File: src/hdl/qrs_div_cell.sv
// One restoring division bit step for two lanes sharing a divisor.
// Standalone; instantiated in a chain by quadratic_root_solver.
module qrs_div_cell #(
    parameter int NM = 34,
    parameter int DM = 17,
    parameter int SW = 4
) (
    input  logic          clk,
    input  logic          rst_n,
    input  logic          in_valid,
    input  logic [DM-1:0] in_div,
    input  logic [DM-1:0] in_rem1,
    input  logic [NM-1:0] in_dq1,
    input  logic [DM-1:0] in_rem2,
    input  logic [NM-1:0] in_dq2,
    input  logic [SW-1:0] in_side,
    output logic          out_valid,
    output logic [DM-1:0] out_div,
    output logic [DM-1:0] out_rem1,
    output logic [NM-1:0] out_dq1,
    output logic [DM-1:0] out_rem2,
    output logic [NM-1:0] out_dq2,
    output logic [SW-1:0] out_side
);

    logic [DM:0]   r_sh1, r_sh2, d1, d2, div_x;
    logic          ge1, ge2;
    logic          valid_reg;
    logic [DM-1:0] div_reg;
    logic [DM-1:0] rem1_reg, rem1_next, rem2_reg, rem2_next;
    logic [NM-1:0] dq1_reg, dq1_next, dq2_reg, dq2_next;
    logic [SW-1:0] side_reg;

    always_comb
    begin
        div_x     = {1'b0, in_div};
        r_sh1     = {in_rem1, in_dq1[NM-1]};
        r_sh2     = {in_rem2, in_dq2[NM-1]};
        ge1       = (r_sh1 >= div_x);
        ge2       = (r_sh2 >= div_x);
        d1        = r_sh1 - div_x;
        d2        = r_sh2 - div_x;
        rem1_next = ge1 ? d1[DM-1:0] : r_sh1[DM-1:0];
        rem2_next = ge2 ? d2[DM-1:0] : r_sh2[DM-1:0];
        // dividend shifts out the top while quotient bits enter at the bottom
        dq1_next  = {in_dq1[NM-2:0], ge1};
        dq2_next  = {in_dq2[NM-2:0], ge2};
    end

    always_ff @(posedge clk or negedge rst_n)
    begin
        if (!rst_n)
        begin
            valid_reg <= 1'b0;
        end
        else
        begin
            valid_reg <= in_valid;
        end
    end

    always_ff @(posedge clk)
    begin
        div_reg  <= in_div;
        rem1_reg <= rem1_next;
        rem2_reg <= rem2_next;
        dq1_reg  <= dq1_next;
        dq2_reg  <= dq2_next;
        side_reg <= in_side;
    end

    assign out_valid = valid_reg;
    assign out_div   = div_reg;
    assign out_rem1  = rem1_reg;
    assign out_dq1   = dq1_reg;
    assign out_rem2  = rem2_reg;
    assign out_dq2   = dq2_reg;
    assign out_side  = side_reg;

endmodule

File: config.mk
export PLATFORM = sky130hd
export DESIGN_NAME = qrs_div_cell
export DESIGN_NICKNAME = d
export VERILOG_FILES = /design/src/hdl/qrs_div_cell.sv
export SDC_FILE = /design/constraint.sdc
export NUM_CORES = 1
export LEC_CHECK = 0
export BUFFER_PORTS_ARGS = -buffer_cell sky130_fd_sc_hd__buf_2
export CORE_ASPECT_RATIO = 0.5
export CORE_MARGIN = 3
export CORE_UTILIZATION = 30
export DETAILED_ROUTE_END_ITERATION = 10
export REMOVE_ABC_BUFFERS = 1
export SETUP_SLACK_MARGIN = 0.5
export SLEW_MARGIN = 20
export SYNTH_ARGS = -nofsm -noshare
export SYNTH_HDL_FRONTEND = slang
export SYNTH_SLANG_ARGS = --single-unit
File: constraint.sdc
create_clock -name clk -period 0.8 [get_ports clk]
set_input_delay 0.04 -clock clk [delete_from_list [all_inputs] [get_ports clk]]
set_output_delay 0.04 -clock clk [all_outputs]
set_load 0.02 [all_outputs]
# Word level (Yosys, flattened, before mapping)
# Cells that the tools add are included.
# word_totals
reg_bits	124
latch_bits	0
ramBits	0
rom_bits	0
in_bits	126
output_inout_bits	124
elab_cells	13
n_memories	0
# op_classes
addsub	2
mul	0
n_div	0
n_lt_le_gt_ge	2
n_eq_ne	0
n_shift	0
muxes	2
n_bitwise	0
n_reduce_logical	0
# op_table
op	count
18-bit by 17-bit >= comparator with 1-bit output	2
17-bit two-way mux	2
17-bit subtractor	2

# Depth between registers and ports, before layout
# depth
ltp_word	2
ltp_mapped	12
ltp_nobuf	11

# Least setup slack after synthesis
# Ideal clock, no wire load.
# synth_path
path_kind	input-to-reg
from	input in_dq2[33]
to	register rem2_reg[12], in the netlist out_rem2[12]
setup_time_ps	121
arrival_ps	2000
t_required_ps	679
slack_ps	-1322
path_stages	11
path_buffers	1
cell_sequence	inv_1 ha_1 inv_1 fa_1 a21o_1 and2_1 o31a_1 o21ai_4 inv_2 buf_6 mux2_4
# synth_between
elab_chain_len	2
elab_cells_between_ends	3
cone_classes	add/sub (1); order compare (1); mux (1)
# synth_rtl
element	line_no	rtl
start: declaration	15	input logic [NM-1:0] in_dq2,
18-bit by 17-bit >= comparator with 1-bit output	40	ge2 = (r_sh2 >= div_x);
named net ge2	27	logic ge1, ge2;
17-bit two-way mux	44	rem2_next = ge2 ? d2[DM-1:0] : r_sh2[DM-1:0];
named net rem2_next[12]	30	logic [DM-1:0] rem1_reg, rem1_next, rem2_reg, rem2_next;
end signal: assignment	66	rem2_reg <= rem2_next;
end: declaration	30	
# The timed path passes the listed nets, and every way through them passes these cells.

# Final worst setup path
# layout_path
from	input in_div[1]
to	register rem2_reg[6], in the netlist out_rem2[6]
# layout_between
elab_chain_len	2
elab_cells_between_ends	3
cone_classes	add/sub (1); order compare (1); mux (1)
# layout_rtl
element	line_no	rtl
start: declaration	11	input logic [DM-1:0] in_div,
17-bit subtractor or 18-bit by 17-bit >= comparator with 1-bit output (tied branches)	42, 40	
17-bit two-way mux (*)	44	
named net rem2_next[6]	30	
# The timed path passes the listed nets; every way through them passes the cells marked *.

==> flow_results.org <==
** Status
- Run status :: finished with violations
- Violated checks :: negative hold slack, negative setup slack

** Logic synthesis
- After synthesis, the cell types taking the most area are dfxtp_1, ha_1, mux2_2.
- Synthesis produced about 440 cells.
- Count leader, synth :: dfxtp_1
- The largest total area in the synthesized netlist belongs to dfxtp_1.
- Count of flip-flops with a built-in enable after synthesis :: 0
- For this run, the number of Yosys warnings is 0.
- After synthesis the netlist holds a flip-flop and latch count of around 120.
- Of the synthesized area, sequential elements account for 52.2%.
- The mapped netlist covers about 4800 sq um.
- The commonest cells after synthesis are dfxtp_1, ha_1, nand2_1.
- Share of async-settable or async-resettable flops after synthesis :: 0.806%
- The synthesized netlist contains slightly above 60 unique library cells.
- A synthesized cell averages roughly 11 sq um.
- Top_reg_cell synth :: dfxtp_1
- Area share of the largest cell type after synthesis :: roughly 52%

** Floorplanning
- CORE AREA :: between 15000 and 20000 sq um
- Vert. Die Dim :: ~95 um
- Die Footprint :: roughly 18000 sq um
- Number of top-level pins :: 250
- In this run the core area contains 31 standard-cell rows.
- Die width :: around 180 um
- The initial utilization of the core area, before any placement, comes to 31.8%.

** STA
- Final period utilization :: 218%
- Slew at the pin closest to its max-slew limit :: about 0.45 ns
- Setup repair after global routing could not meet its margin everywhere.
- In the final timing run, aggregate negative setup slack is -40.52 ns.
- Crit path setup slack, layout :: -0.942 ns
- The total count of max-transition violations in the final report is 0.
- On the final layout, the worst hold slack is -0.271 ns.
- Final setup fails :: 160
- Headroom to the max-slew limit :: between 60% and 70%
- Hold violation total from the final report :: approximately 120
- Based on the critical path, the design can be clocked at up to 0.574 GHz.
- Subtracting the final worst setup slack from the clock period gives about 1.7 ns.

** Clock network
- Clk sink count :: around 120
- Hold_buf cts :: 1
- Clock-pin slew was measured on the worst setup and hold paths at around 0.06 ns.
- Clock tree from TritonCTS :: yes
- TritonCTS created 17 clock buffers.
- Number of levels in the clock H-tree :: 4
- Number of buffers between clock root and the deepest sink :: 2
- The tree is rooted in a clkbuf_16.

** Finish
- Fraction of layout cells with a size suffix above 1 :: a little under three quarters
- Number of standard cells in the layout, taps in and fillers out :: just over 1000
- Compared with the post-synthesis result, the final layout area differs by 90.1%.
- Number of nets in the layout :: ~1000
- Antenna diode instance count :: 0
- Measured on the finished design, the core utilization comes to about three fifths.

** Global routing
- The via count of the first global-routing pass was around 5000.
- For this run the aggregate overflow at the end of global routing stands at 0.
- Overall Global Routing Usage :: a little under a fifth
- Global-route wire length before repair :: around 26 mm
- Number of antenna violations at the first check in global routing :: 0
- Entering global routing, the biggest net connects 17 pins.

** Worst setup path
- For the worst setup path, the data required time is around 1.1 ns.
- Together, buffers and inverters on the worst path number 4.
- Standard cell with the maximum stage delay on the critical path :: fa_2
- Walking the worst path, the cells encountered are buf_8 -> clkinvlp_4 -> buf_12 -> fa_2 -> a21o_1 -> and2_4 -> o31a_1 -> o21ai_4 -> inv_4 -> mux2_2.
- Startpoint types :: input port
- For the worst setup path, the data arrival time is between 2 and 2.5 ns.
- For this run, the slowest stage of the critical path takes 0.38 ns.
- Peak fanout along the critical path :: 10
- CP top delay family :: compound AO/OA/AOI/OAI gates
- Crit end category :: flop
- Path type of the worst setup path :: input port to flop

** Flow run
- Number of max-cap violations :: 0

** Place
- Number of buffers added on ports :: 249
- At the placement stage, the worst setup path has a slack of -1.52 ns.
- After legalization and detailed placement, the total HPWL measured between 10 and 15 mm.
- Post-Place Cells :: roughly 990
- Routability-driven placement finished with a final weighted congestion of roughly 0.87.

** Detailed routing
- Number of nets still failing antenna checks after routing :: 0
- Total number of vias :: ~4700
- DR pass1 iterations :: 4
- Average via count per standard cell :: ~4.6
- Dividing the detail-routed wire length by the instance count gives around 17 um.
- DRC viols :: 0
- After detailed routing, the total wire length is around 17 mm.
- The first routing iteration left approximately 270 violations.

** Power
- Power density over the cells :: around 2400 nW/um^2
- Across the VDD grid, the largest voltage drop is 1.28 mV.
- The analysis attributes to cell leakage a power of 4.34 nW.

** Worst hold path
- Kind of path behind the tightest hold check :: input port to flop
## state kept, by name (all words and copies together), names as in the netlist
signal / flops
out_dq1: 34
out_dq2: 34
out_div: 17
out_rem1: 17
out_rem2: 17
out_side: 4
out_valid: 1
## per-stage QoR
step | total power (W) | hold WS (ns) | area, sq um
2_1_floorplan | 0.00953 | -0.256 | 4710
3_3_place_gp | 0.0115 | -0.185 | 7000
3_5_place_dp | 0.0116 | -0.184 | 7000
4_1_cts | 0.0217 | -0.285 | 8890
5_1_grt | 0.0227 | -0.292 | 9060
6_report | 0.0218 | -0.271 | 9060
## cells in the final DEF, fill, tap and decap left out, types with 12 or more instances in the layout
| cell type | instances |
|---|---|
| dfxtp_2 | 123 |
| buf_6 | 130 |
| inv_1 | 18 |
| mux2_4 | 12 |
| o21ai_0 | 15 |
| clkbuf_16 | 17 |
| a21o_1 | 15 |
| nor2_1 | 17 |
| nand3_1 | 13 |
| a21oi_1 | 23 |
| ha_1 | 27 |
| xnor2_1 | 16 |
| buf_4 | 110 |
| nand2_1 | 31 |
| buf_2 | 122 |
## repair_timing
action,4_1_cts,5_1_grt
cloned,2,0
endpoints found under the hold margin,120,119
pin swaps,13,24
buffers inserted,7,3
gates resized for setup,426,30
setup endpoints to repair,160,160
## cells by family (layout without fill, tap and decap cells)
| kind of cell | Yosys count | in the layout | share of synthesized area, % |
|---|---|---|---|
| muxes | 21 | 21 | 5.28 |
| adders and majority gates | 36 | 36 | 9.76 |
| xor gates and xnor gates | 19 | 19 | 3.49 |
| AOI/OAI and AO/OA | 112 | 112 | 16.4 |
| and+or+nand+nor | 94 | 94 | 9.58 |
| buffers and inverters | 36 | 427 | 3.33 |
| DFF | 124 | 124 | 52.2 |
## per-layer routing
metal / share of wire (%) / track usage, %
met3: 4.0 / 3.20
met2: 53 / 36.1
met5: 0 / 0
met4: 1.6 / 5.53
met1: 42 / 22.3
## where the power goes
group          switching [W]  total, W  internal, W
registers           0.000304   0.00724      0.00693
clock network        0.00312   0.00873      0.00561
logic                0.00270   0.00581      0.00310
total                0.00612    0.0218       0.0157
## layout make-up
type	instances	area (sq um)
multi-input combinational	282	2390
timing repair buffer	367	2990
clock inverter	14	229
inverter	27	118
tap	198	248
sequential	124	2640
clock buffer	18	429
timing repair inverter	1	11.3
fill	1187	5950
## path summary, 6_finish.rpt
path | startpoint | to | slack (ns) | depth (start not counted)
max | in_div[1] | out_rem2[6]$_DFF_P_ | -0.94 | 10
min | in_dq1[6] | out_dq1[7]$_DFF_P_ | -0.27 | 1
max in group asynchronous | rst_n | out_valid$_DFF_PN0_ | 0.77 | 2
min in group asynchronous | rst_n | out_valid$_DFF_PN0_ | -0.05 | 2
(Power assumes the default switching activity.)
